<file path="src/hw/rtl/sip_header_classifier_macros.svh">
// Assertion macros for the SIP header classifier.
`ifndef SIP_HEADER_CLASSIFIER_MACROS_SVH
`define SIP_HEADER_CLASSIFIER_MACROS_SVH

`ifndef SYNTHESIS
`define SHC_ASSERT_IMP(label, clk, rst_n, ante, cons) \
    label: assert property (@(posedge clk) disable iff (!rst_n) (ante) |-> (cons)) \
        else $error("shc assertion failed");
`define SHC_ASSERT_NXT(label, clk, rst_n, ante, cons) \
    label: assert property (@(posedge clk) disable iff (!rst_n) (ante) |=> (cons)) \
        else $error("shc assertion failed");
`else
`define SHC_ASSERT_IMP(label, clk, rst_n, ante, cons)
`define SHC_ASSERT_NXT(label, clk, rst_n, ante, cons)
`endif

`endif

</file>
<file path="src/hw/rtl/shc_pkg.sv">
package shc_pkg;

    localparam logic [7:0] LF_BYTE    = 8'h0A;
    localparam logic [7:0] DIGIT_LO   = 8'h30;
    localparam logic [7:0] DIGIT_HI   = 8'h39;
    localparam logic [9:0] CODE_MAX   = 10'd999;

    localparam logic [1:0] KIND_NONE  = 2'd0;
    localparam logic [1:0] KIND_REQ   = 2'd1;
    localparam logic [1:0] KIND_RESP  = 2'd2;

    localparam logic [3:0] INVI_LEN   = 4'd4;
    localparam logic [3:0] RESP_LEN   = 4'd8;
    localparam logic [2:0] CSEQ_LEN   = 3'd6;
    localparam logic [2:0] METH_LEN   = 3'd6;

    typedef enum logic [2:0] {
        PH_START,
        PH_INVI,
        PH_SIPV,
        PH_CODE,
        PH_BODY,
        PH_HDR,
        PH_SEQ,
        PH_METH
    } phase_t;

    typedef struct packed {
        logic [1:0]  kind;
        logic        invite;
        logic [31:0] cseq;
        logic [9:0]  status;
    } shc_result_t;

    // "INVI"
    function automatic logic [7:0] invi_byte(input logic [1:0] idx);
        logic [7:0] b;
        unique case (idx)
            2'd0: b = 8'h49;
            2'd1: b = 8'h4E;
            2'd2: b = 8'h56;
            default: b = 8'h49;
        endcase
        return b;
    endfunction

    // "SIP/2.0 "
    function automatic logic [7:0] resp_byte(input logic [2:0] idx);
        logic [7:0] b;
        unique case (idx)
            3'd0: b = 8'h53;
            3'd1: b = 8'h49;
            3'd2: b = 8'h50;
            3'd3: b = 8'h2F;
            3'd4: b = 8'h32;
            3'd5: b = 8'h2E;
            3'd6: b = 8'h30;
            default: b = 8'h20;
        endcase
        return b;
    endfunction

    // "CSeq: "
    function automatic logic [7:0] cseq_byte(input logic [2:0] idx);
        logic [7:0] b;
        unique case (idx)
            3'd0: b = 8'h43;
            3'd1: b = 8'h53;
            3'd2: b = 8'h65;
            3'd3: b = 8'h71;
            3'd4: b = 8'h3A;
            3'd5: b = 8'h20;
            default: b = 8'h00;
        endcase
        return b;
    endfunction

    // "INVITE"
    function automatic logic [7:0] meth_byte(input logic [2:0] idx);
        logic [7:0] b;
        unique case (idx)
            3'd0: b = 8'h49;
            3'd1: b = 8'h4E;
            3'd2: b = 8'h56;
            3'd3: b = 8'h49;
            3'd4: b = 8'h54;
            3'd5: b = 8'h45;
            default: b = 8'h00;
        endcase
        return b;
    endfunction

endpackage

</file>
<file path="src/hw/rtl/shc_parser.sv">
module shc_parser (
    input  logic                 aclk,
    input  logic                 aresetn,
    input  logic                 step,
    input  logic [7:0]           data_byte,
    input  logic                 end_of_message,
    output shc_pkg::shc_result_t result
);

    shc_pkg::phase_t phase_reg, phase_next;
    logic [3:0]  offset_reg, offset_next;
    logic [2:0]  match_reg, match_next;
    logic [31:0] seq_reg, seq_next;
    logic [9:0]  code_reg, code_next;
    logic [1:0]  kind_reg, kind_next;
    logic        invite_reg, invite_next;
    logic        line_start_reg, line_start_next;

    logic        is_digit;
    logic        do_body;
    logic [3:0]  digit;
    logic [35:0] seq_mac;
    logic [13:0] code_mac;
    logic [31:0] seq_sat;
    logic [9:0]  code_sat;

    assign is_digit = (data_byte >= shc_pkg::DIGIT_LO) && (data_byte <= shc_pkg::DIGIT_HI);
    assign digit    = data_byte[3:0];

    // x*10 + d as shifts and adds
    assign seq_mac  = {1'b0, seq_reg, 3'b000} + {3'b000, seq_reg, 1'b0} + {32'd0, digit};
    assign seq_sat  = (seq_mac[35:32] != 4'd0) ? 32'hFFFF_FFFF : seq_mac[31:0];
    assign code_mac = {1'b0, code_reg, 3'b000} + {3'b000, code_reg, 1'b0} + {10'd0, digit};
    assign code_sat = (code_mac > {4'd0, shc_pkg::CODE_MAX}) ? shc_pkg::CODE_MAX
                                                           : code_mac[9:0];

    always_comb begin
        phase_next      = phase_reg;
        offset_next     = offset_reg;
        match_next      = match_reg;
        seq_next        = seq_reg;
        code_next       = code_reg;
        kind_next       = kind_reg;
        invite_next     = invite_reg;
        line_start_next = line_start_reg;
        do_body         = 1'b0;

        unique case (phase_reg)
            shc_pkg::PH_START: begin
                offset_next = 4'd1;
                if (data_byte == shc_pkg::invi_byte(2'd0)) begin
                    phase_next = shc_pkg::PH_INVI;
                end else if (data_byte == shc_pkg::resp_byte(3'd0)) begin
                    phase_next = shc_pkg::PH_SIPV;
                end else begin
                    do_body = 1'b1;
                end
            end
            shc_pkg::PH_INVI: begin
                if (offset_reg < shc_pkg::INVI_LEN &&
                    data_byte == shc_pkg::invi_byte(offset_reg[1:0])) begin
                    offset_next = offset_reg + 4'd1;
                    if (offset_next == shc_pkg::INVI_LEN) begin
                        kind_next   = shc_pkg::KIND_REQ;
                        invite_next = 1'b1;
                        phase_next  = shc_pkg::PH_BODY;
                    end
                end else begin
                    do_body = 1'b1;
                end
            end
            shc_pkg::PH_SIPV: begin
                if (offset_reg < shc_pkg::RESP_LEN &&
                    data_byte == shc_pkg::resp_byte(offset_reg[2:0])) begin
                    offset_next = offset_reg + 4'd1;
                    if (offset_next == shc_pkg::RESP_LEN) begin
                        kind_next  = shc_pkg::KIND_RESP;
                        code_next  = 10'd0;
                        phase_next = shc_pkg::PH_CODE;
                    end
                end else begin
                    do_body = 1'b1;
                end
            end
            shc_pkg::PH_CODE: begin
                if (is_digit) begin
                    code_next = code_sat;
                end else begin
                    do_body = 1'b1;
                end
            end
            shc_pkg::PH_HDR: begin
                if (match_reg < shc_pkg::CSEQ_LEN &&
                    data_byte == shc_pkg::cseq_byte(match_reg)) begin
                    match_next = match_reg + 3'd1;
                    if (match_next == shc_pkg::CSEQ_LEN) begin
                        seq_next   = 32'd0;
                        phase_next = shc_pkg::PH_SEQ;
                    end
                end else begin
                    do_body = 1'b1;
                end
            end
            shc_pkg::PH_SEQ: begin
                if (is_digit) begin
                    seq_next = seq_sat;
                end else if (kind_reg == shc_pkg::KIND_RESP &&
                             data_byte != shc_pkg::LF_BYTE) begin
                    match_next = 3'd0;
                    phase_next = shc_pkg::PH_METH;
                end else begin
                    do_body = 1'b1;
                end
            end
            shc_pkg::PH_METH: begin
                if (match_reg < shc_pkg::METH_LEN &&
                    data_byte == shc_pkg::meth_byte(match_reg)) begin
                    match_next = match_reg + 3'd1;
                    if (match_next == shc_pkg::METH_LEN) begin
                        invite_next = 1'b1;
                        phase_next  = shc_pkg::PH_BODY;
                    end
                end else begin
                    do_body = 1'b1;
                end
            end
            default: begin
                do_body = 1'b1;
            end
        endcase

        // CSeq header search at line starts
        if (do_body) begin
            if (line_start_reg && data_byte == shc_pkg::cseq_byte(3'd0)) begin
                phase_next      = shc_pkg::PH_HDR;
                match_next      = 3'd1;
                line_start_next = 1'b0;
            end else begin
                phase_next      = shc_pkg::PH_BODY;
                line_start_next = (data_byte == shc_pkg::LF_BYTE);
            end
        end
    end

    always_comb begin
        result.kind   = kind_next;
        result.invite = invite_next;
        result.cseq   = seq_next;
        result.status = (kind_next == shc_pkg::KIND_RESP) ? code_next : 10'd0;
    end

    always_ff @(posedge aclk) begin
        if (!aresetn || (step && end_of_message)) begin
            phase_reg      <= shc_pkg::PH_START;
            offset_reg     <= 4'd0;
            match_reg      <= 3'd0;
            seq_reg        <= 32'd0;
            code_reg       <= 10'd0;
            kind_reg       <= shc_pkg::KIND_NONE;
            invite_reg     <= 1'b0;
            line_start_reg <= 1'b0;
        end else if (step) begin
            phase_reg      <= phase_next;
            offset_reg     <= offset_next;
            match_reg      <= match_next;
            seq_reg        <= seq_next;
            code_reg       <= code_next;
            kind_reg       <= kind_next;
            invite_reg     <= invite_next;
            line_start_reg <= line_start_next;
        end
    end

endmodule

</file>
<file path="src/hw/rtl/sip_header_classifier.sv">
// Channel   Dir  tdata                                         tuser     tlast
// s_        in   [7:0] data_byte                               -         end_of_message
// m_        out  [0] is_invite [32:1] cseq [42:33] status      msg_kind  -
//
// One byte word per cycle, sustained while no last byte is held. Input register, parse logic,
// output register: a result is registered as its last byte advances out of the input register.
// A last byte waits in the input register, holding off s_tready, while a stalled result
// occupies the output register; no other byte ever stalls.
// aresetn is synchronous, active low; parse state returns to start after every result.
`include "sip_header_classifier_macros.svh"

module sip_header_classifier (
    input  logic        aclk,
    input  logic        aresetn,
    input  logic        s_tvalid,
    output logic        s_tready,
    input  logic [7:0]  s_tdata,   // [7:0] data_byte
    input  logic        s_tlast,
    output logic        m_tvalid,
    input  logic        m_tready,
    output logic [47:0] m_tdata,   // [0] is_invite, [32:1] cseq_number, [42:33] status_code
    output logic [1:0]  m_tuser    // [1:0] msg_kind
);

    logic                 in_valid_reg;
    logic [7:0]           in_byte_reg;
    logic                 in_last_reg;
    logic                 m_valid_reg, m_valid_next;
    shc_pkg::shc_result_t m_result_reg;
    shc_pkg::shc_result_t result;
    logic                 out_free;
    logic                 advance;

    assign out_free = !m_valid_reg || m_tready;
    assign advance  = in_valid_reg && (!in_last_reg || out_free);
    assign s_tready = !in_valid_reg || advance;

    always_ff @(posedge aclk) begin
        if (!aresetn) begin
            in_valid_reg <= 1'b0;
        end else if (s_tready) begin
            in_valid_reg <= s_tvalid;
        end
    end

    always_ff @(posedge aclk) begin
        if (s_tready && s_tvalid) begin
            in_byte_reg <= s_tdata;
            in_last_reg <= s_tlast;
        end
    end

    shc_parser u_parser (
        .aclk           (aclk),
        .aresetn        (aresetn),
        .step           (advance),
        .data_byte      (in_byte_reg),
        .end_of_message (in_last_reg),
        .result         (result)
    );

    always_comb begin
        m_valid_next = m_valid_reg;
        if (advance && in_last_reg) begin
            m_valid_next = 1'b1;
        end else if (m_tready) begin
            m_valid_next = 1'b0;
        end
    end

    always_ff @(posedge aclk) begin
        if (!aresetn) begin
            m_valid_reg <= 1'b0;
        end else begin
            m_valid_reg <= m_valid_next;
        end
    end

    always_ff @(posedge aclk) begin
        if (advance && in_last_reg) begin
            m_result_reg <= result;
        end
    end

    assign m_tvalid = m_valid_reg;
    assign m_tuser  = m_result_reg.kind;
    assign m_tdata  = {5'd0, m_result_reg.status, m_result_reg.cseq, m_result_reg.invite};

    `SHC_ASSERT_IMP(a_kind_range, aclk, aresetn, m_tvalid, m_tuser != 2'd3)
    `SHC_ASSERT_IMP(a_status_resp_only, aclk, aresetn,
        m_tvalid && m_tuser != shc_pkg::KIND_RESP, m_tdata[42:33] == 10'd0)
    `SHC_ASSERT_IMP(a_invite_has_kind, aclk, aresetn,
        m_tvalid && m_tdata[0], m_tuser != shc_pkg::KIND_NONE)
    `SHC_ASSERT_NXT(a_stalled_result_held, aclk, aresetn,
        m_valid_reg && !m_tready, m_valid_reg && $stable(m_result_reg))

endmodule
</file>
<file path="config.mk">
export PLATFORM = sky130hd
export DESIGN_NAME = sip_header_classifier
export DESIGN_NICKNAME = d
export VERILOG_FILES = /design/src/hw/rtl/shc_pkg.sv /design/src/hw/rtl/shc_parser.sv /design/src/hw/rtl/sip_header_classifier.sv
export VERILOG_INCLUDE_DIRS = /design/src /design/src/hw/rtl
export SDC_FILE = /design/constraint.sdc
export NUM_CORES = 1
export LEC_CHECK = 0
export ABC_CLOCK_PERIOD_IN_PS = 12400
export BUFFER_PORTS_ARGS = -buffer_cell sky130_fd_sc_hd__buf_4
export CORE_ASPECT_RATIO = 0.5
export CORE_MARGIN = 4
export CORE_UTILIZATION = 59
export DETAILED_ROUTE_END_ITERATION = 8
export PLACE_DENSITY = 0.78
export RECOVER_POWER = 100
export SYNTH_ARGS = -nofsm -noshare
export SYNTH_HDL_FRONTEND = slang
export SYNTH_HIERARCHICAL = 1
export SYNTH_SLANG_ARGS = --single-unit
</file>
<file path="constraint.sdc">
create_clock -name aclk -period 12.4 [get_ports aclk]
set_input_delay 2.48 -clock aclk [delete_from_list [all_inputs] [get_ports aclk]]
set_output_delay 2.48 -clock aclk [all_outputs]
set_load 0.01 [all_outputs]
</file>
# [Word level (Yosys, flattened, before mapping)]
# Index checks and enable logic that the tools add are counted.
[totals] reg_bits=112 input_bits=13 out_inout_bits=52 elab_cells=169
[classes] addsub=6 magnitude_cmp=6 n_eq_ne=46 n_mux=66 n_reduce_logical=29
[op_table] operator="$mux 32" count=4
[op_table] operator="$pmux 32 s2" count=1
[op_table] operator="$mux 3" count=19
[op_table] operator="$pmux 7 s7" count=1
[op_table] operator="$pmux 7 s6" count=1
[op_table] operator="$mux 10" count=4
[op_table] operator="$add 35x33->36" count=1
[op_table] operator="$add 36x4->36" count=1
[op_table] operator="$pmux 7 s5" count=1
[op_table] operator="$eq 8x8->1" count=4
[op_table] operator="$mux 8" count=4
[op_table] operator="$eq 3x3->1 const B" count=9
[op_table] operator="$ne 3x1->1 const B" count=9
[op_table] operator="$eq 8x7->1 const B" count=3
[op_table] operator="$pmux 10 s2" count=1
[op_table] operator="$eq 3x2->1 const B" count=6
[op_table] operator="$pmux 3 s6" count=1
[op_table] operator="$mux 1" count=17
[op_table] operator="$add 13x11->14" count=1
[op_table] operator="$add 14x4->14" count=1
[op_table] operator="$gt 14x10->1 const B" count=1
[op_table] operator="$reduce_and 13->1" count=1
[op_table] operator="$pmux 4 s3" count=1
[op_table] operator="$logic_and 1x1->1" count=10
[op_table] operator="34 further kinds" count=51

# [Longest topological paths before layout]
[depth] ltp_word=10 ltp_mapped=15 ltp_nobuf=13

# [Cells and area by module]
# Netlist, hierarchy kept.
[modules_own_cells] mod="shc_parser" instances=1 cells_per_inst=1006 area_per_inst_um2=7487.2 seq_area_each_um2=1121.1
[modules_own_cells] mod="sip_header_classifier" instances=1 cells_per_inst=72 area_per_inst_um2=1780.5 seq_area_each_um2=1661.6

# [Least setup slack after synthesis]
# OpenSTA, ideal clock, no wires.
[synth_timing] path_kind="input -> output" from="input port m_tready" to="output port s_tready" arrival_ps=2650 required_ps=9920 path_slack_ps=7270 cell_stages=1 n_path_buf=0 cell_sequence="nand4b_4"
[synth_between] elab_chain_len=4
[synth_rtl] element="from (decl)" line="sip_header_classifier.sv:20" source="input logic m_tready,"
[synth_rtl] element="$logic_or 1x1->1" line="sip_header_classifier.sv:34" source="assign out_free = !m_valid_reg || m_tready;"
[synth_rtl] element="$logic_or 1x1->1" line="sip_header_classifier.sv:35" source="assign advance = in_valid_reg && (!in_last_reg || out_free);"
[synth_rtl] element="$logic_and 1x1->1" line="sip_header_classifier.sv:35"
[synth_rtl] element="$logic_or 1x1->1" line="sip_header_classifier.sv:36" source="assign s_tready = !in_valid_reg || advance;"
[synth_rtl] element="to (decl)" line="sip_header_classifier.sv:16" source="output logic s_tready,"
# No other way between the ends.

==> impl_metrics.xml <==
<?xml version="1.0" encoding="UTF-8"?>
<metrics>
  <group name="run_status">
    <metric name="run_status" unit="">finished with violations</metric>
    <metric name="violations_in_the_final_reports" unit="">max-capacitance violations, max-slew violations</metric>
  </group>
  <group name="floorplan">
    <metric name="die-area" unit="um^2">17900</metric>
    <metric name="initial_core_util" unit="">0.6012</metric>
    <metric name="floorplan.die.width" unit="um">185.2</metric>
    <metric name="rows" unit="">32</metric>
    <metric name="core_box_area" unit="um^2">15410</metric>
    <metric name="ioPinCount" unit="">65</metric>
    <metric name="die_height" unit="um">96.62</metric>
  </group>
  <group name="grt">
    <metric name="first_global_vias" unit="">8052</metric>
    <metric name="antenna_found_initial" unit="">0</metric>
    <metric name="grt_busiest_layer" unit="">met2</metric>
    <metric name="grt_use_met1" unit="">0.3863</metric>
    <metric name="grt_start_max_net_pins" unit="">54</metric>
    <metric name="grtUsageMet3" unit="">0.04583</metric>
    <metric name="total_congestion_overflow_after_global_routing" unit="">0</metric>
    <metric name="met2_usage" unit="">0.4428</metric>
    <metric name="wire_length_of_the_first_global_routing_pass" unit="um">40710</metric>
    <metric name="global_route.usage.total" unit="">0.2730</metric>
  </group>
  <group name="yosys">
    <metric name="postSynthRegisterBits" unit="">112</metric>
    <metric name="synth.area.top_cells" unit="">edfxtp_1 17%, ha_1 13%, dfxtp_1 13%</metric>
    <metric name="syn-cell-area" unit="um^2">9268</metric>
    <metric name="postSynth.topFlopCell" unit="">dfxtp_1</metric>
    <metric name="ys_async_sr_fraction" unit="">0</metric>
    <metric name="yosysWarnings" unit="">6</metric>
    <metric name="largest_area_contributor_in_the_netlist" unit="">edfxtp_1</metric>
    <metric name="synth_enable_flop_cells" unit="">54</metric>
    <metric name="seq_area_frac_synth" unit="">0.3003</metric>
    <metric name="syn-mean-instance-area" unit="um^2">8.597</metric>
    <metric name="synthDominantCellAreaShare" unit="">0.1750</metric>
    <metric name="synth_cell_types" unit="">93</metric>
    <metric name="postSynthCellCount" unit="">1078</metric>
  </group>
  <group name="critical_path">
    <metric name="worstPathMaxFanout" unit="">53</metric>
    <metric name="cp-end-kind" unit="">flip-flop</metric>
    <metric name="depth_of_the_worst_register_to_register_path" unit="">12</metric>
    <metric name="reg2reg_setup_slack" unit="ns">5.16</metric>
    <metric name="crit_required" unit="ns">12.51</metric>
    <metric name="timing.critical_path.arrival" unit="ns">7.35</metric>
    <metric name="crit_path_start_kind" unit="">flip-flop</metric>
    <metric name="reg2reg_from" unit="">in_byte_reg[3]</metric>
    <metric name="regToRegEndpoint" unit="">m_tdata[17]</metric>
    <metric name="setup.worst_path.class" unit="">reg -&gt; reg</metric>
  </group>
  <group name="detailed_routing">
    <metric name="drt-initial-drc-count" unit="">1101</metric>
    <metric name="postRouteAntennaNets" unit="">0</metric>
    <metric name="route.detailed.drc" unit="">0</metric>
    <metric name="num_vias" unit="">8683</metric>
    <metric name="totalWireLength" unit="um">25120</metric>
    <metric name="routed_via_density" unit="">6.736</metric>
    <metric name="drtPass1Iterations" unit="">6</metric>
    <metric name="routedWlPerCell" unit="um">19.49</metric>
  </group>
  <group name="worst_hold_path">
    <metric name="whs_endpoint" unit="">u_parser/invite_reg</metric>
    <metric name="min_path_type" unit="">reg -&gt; reg</metric>
    <metric name="hold_start" unit="">u_parser/invite_reg</metric>
    <metric name="hold_path_depth" unit="">2</metric>
  </group>
  <group name="final_layout">
    <metric name="filler_cell_count" unit="">1320</metric>
    <metric name="num-nets-final" unit="">1191</metric>
    <metric name="largest_reg_flops" unit="">43</metric>
    <metric name="antenna-diode-count" unit="">0</metric>
    <metric name="syn_to_final_growth" unit="%">5.211</metric>
    <metric name="seq_area" unit="um^2">2783</metric>
    <metric name="multi_input_comb_area" unit="um^2">5953</metric>
    <metric name="post_route_cells_drive_above_1_share" unit="">0.05161</metric>
  </group>
  <group name="clock_network">
    <metric name="clock_insertion_delay_worst_skew" unit="ns">0.36</metric>
    <metric name="cts_repair_resizes" unit="">0</metric>
    <metric name="cts_sinks" unit="">112</metric>
    <metric name="cts_root_buffer" unit="">clkbuf_16</metric>
    <metric name="clock_tree.htree_level_count" unit="">3</metric>
    <metric name="ctsLongestPathBuffers" unit="">2</metric>
    <metric name="cts_hold_repair.buffers" unit="">0</metric>
    <metric name="postCtsSetupRepairBufs" unit="">0</metric>
    <metric name="clock_tree_from_tritoncts" unit="">built</metric>
    <metric name="cts_inserted_buffers" unit="">9</metric>
    <metric name="clk_pin_slew_worst_paths" unit="ns">0.10</metric>
  </group>
  <group name="timing">
    <metric name="finalHoldWorstSlack" unit="ns">0.4869</metric>
    <metric name="final.period_utilization" unit="">0.5840</metric>
    <metric name="rsz_0062_raised_after_global_routing" unit="">no</metric>
    <metric name="fmax" unit="MHz">138.1</metric>
    <metric name="min_period" unit="ns">7.242</metric>
    <metric name="tightest_slew" unit="ns">3.475</metric>
    <metric name="timing.setup.tns" unit="ns">0</metric>
    <metric name="timing.clock.skew" unit="ns">0.01457</metric>
    <metric name="report.final.hold_viol_count" unit="">0</metric>
    <metric name="timing.final.setup_violations" unit="">0</metric>
    <metric name="slew_violations" unit="">100</metric>
    <metric name="worst_slew_margin_relative_to_its_limit" unit="">-1.325</metric>
  </group>
  <group name="placement">
    <metric name="dpl.hpwl" unit="um">17920</metric>
    <metric name="gpl.final_weighted_congestion" unit="">0.9521</metric>
    <metric name="numPortBuffers" unit="">59</metric>
  </group>
  <group name="power">
    <metric name="power.ir.vdd_worst" unit="mV">0.06587</metric>
    <metric name="powerDensity" unit="nW/um^2">79.37</metric>
    <metric name="leakage" unit="nW">4.085</metric>
  </group>
  <group name="run">
    <metric name="maxCapViolCount" unit="">2</metric>
  </group>
</metrics>
[area by class of cell]
type / instances / area share
clock buffer: 9 / 0.02310
tap: 204 / 0.02618
sequential: 112 / 0.2854
inverter: 37 / 0.01424
clock inverter: 7 / 0.009367
multi-input combinational: 855 / 0.6105
timing repair buffer: 65 / 0.03118
[cell usage after synthesis, drive strengths merged, types with 8 or more instances]
cell	count
a211oi	16
a21o	50
a21oi	75
a31oi	8
a32oi	40
and3	16
buf	40
clkbuf	38
dfxtp	58
edfxtp	54
ha	94
inv	37
nand2	126
nand2b	8
nand3	28
nand4	16
nor2	55
nor2b	12
nor3	34
nor4	16
o211ai	9
o21ai	62
o21bai	8
o22ai	8
o31ai	13
or3	9
xnor2	24
xor2	21
[through the flow]
stage	cell area, um^2	std cells	setup slack, ns	power, mW	utilization
after floorplan	9283	1082	7.270	0.4513	-
after global placement	9669	1273	6.990	0.4692	0.6273
after detailed placement	9669	1273	6.832	0.4713	0.6273
after CTS	9986	1289	6.996	0.7823	0.6478
after global routing	9751	1289	4.727	0.8010	0.6325
final	9751	1289	5.158	0.7739	0.6325
[logic make-up (layout without fill, tap and decap cells)]
group | after synthesis | count (layout) | synth area share
AOI/OAI and AO/OA | 357 | 357 | 0.2742
xor gates and xnor gates | 45 | 45 | 0.04253
adders and majority gates | 98 | 98 | 0.1355
buffers and inverters | 115 | 118 | 0.05576
DFF | 112 | 112 | 0.3003
muxes | 4 | 4 | 0.004590
other | 1 | 5 | 0.0004046
and+or+nand+nor | 346 | 346 | 0.1867
[power by group]
group / internal, mW / total, mW / leakage, nW / switching, mW
registers: 0.394 / 0.404 / 0.961 / 0.0100
clock network: 0.149 / 0.315 / 0.153 / 0.165
logic: 0.0179 / 0.0555 / 2.97 / 0.0376
[cell usage in the layout (no fill, tap or decap), types with 14 or more instances in the layout]
cell      instances
nand2_1         126
ha_1             94
a21oi_1          72
o21ai_0          61
dfxtp_1          58
edfxtp_1         54
nor2_1           52
a21o_1           50
clkbuf_1         49
a32oi_1          40
inv_1            37
nor3_1           33
nand3_1          27
xnor2_1          24
xor2_1           21
and3_1           16
nand4_1          16
nor4_1           15
a211oi_1         14
[worst max-delay path by stage]
stage                   startpoint                    to  slack [ns]  cells after the start
floorplan                 m_tready              s_tready        7.27                      1
global placement          m_tready  u_parser/seq_reg[18]        6.99                      9
detailed placement        m_tready   u_parser/seq_reg[5]        6.83                      9
CTS                       m_tready              s_tready        7.00                      3
global route        in_byte_reg[3]           m_tdata[17]        4.73                     12
finish              in_byte_reg[3]           m_tdata[17]        5.16                     12
[critical path: stages, from the launching register on]
cell	delay [ns]
edfxtp_1	0.70
inv_1	0.30
fa_1	0.60
inv_1	0.07
fa_1	0.48
a211oi_1	0.47
o211ai_1	0.17
nand2_1	0.18
o311a_1	0.28
a211oi_1	0.12
nor2_1	2.59
a31oi_1	0.61
a21o_1	0.38
[layer usage]
metal | vias to the layer above | routed length [um]
li1 | 4089 | -
met1 | 4143 | 10940
met2 | 412 | 11670
met3 | 39 | 2214
met4 | 0 | 288
met5 | - | 0
Power figures use the tool's default switching activity.
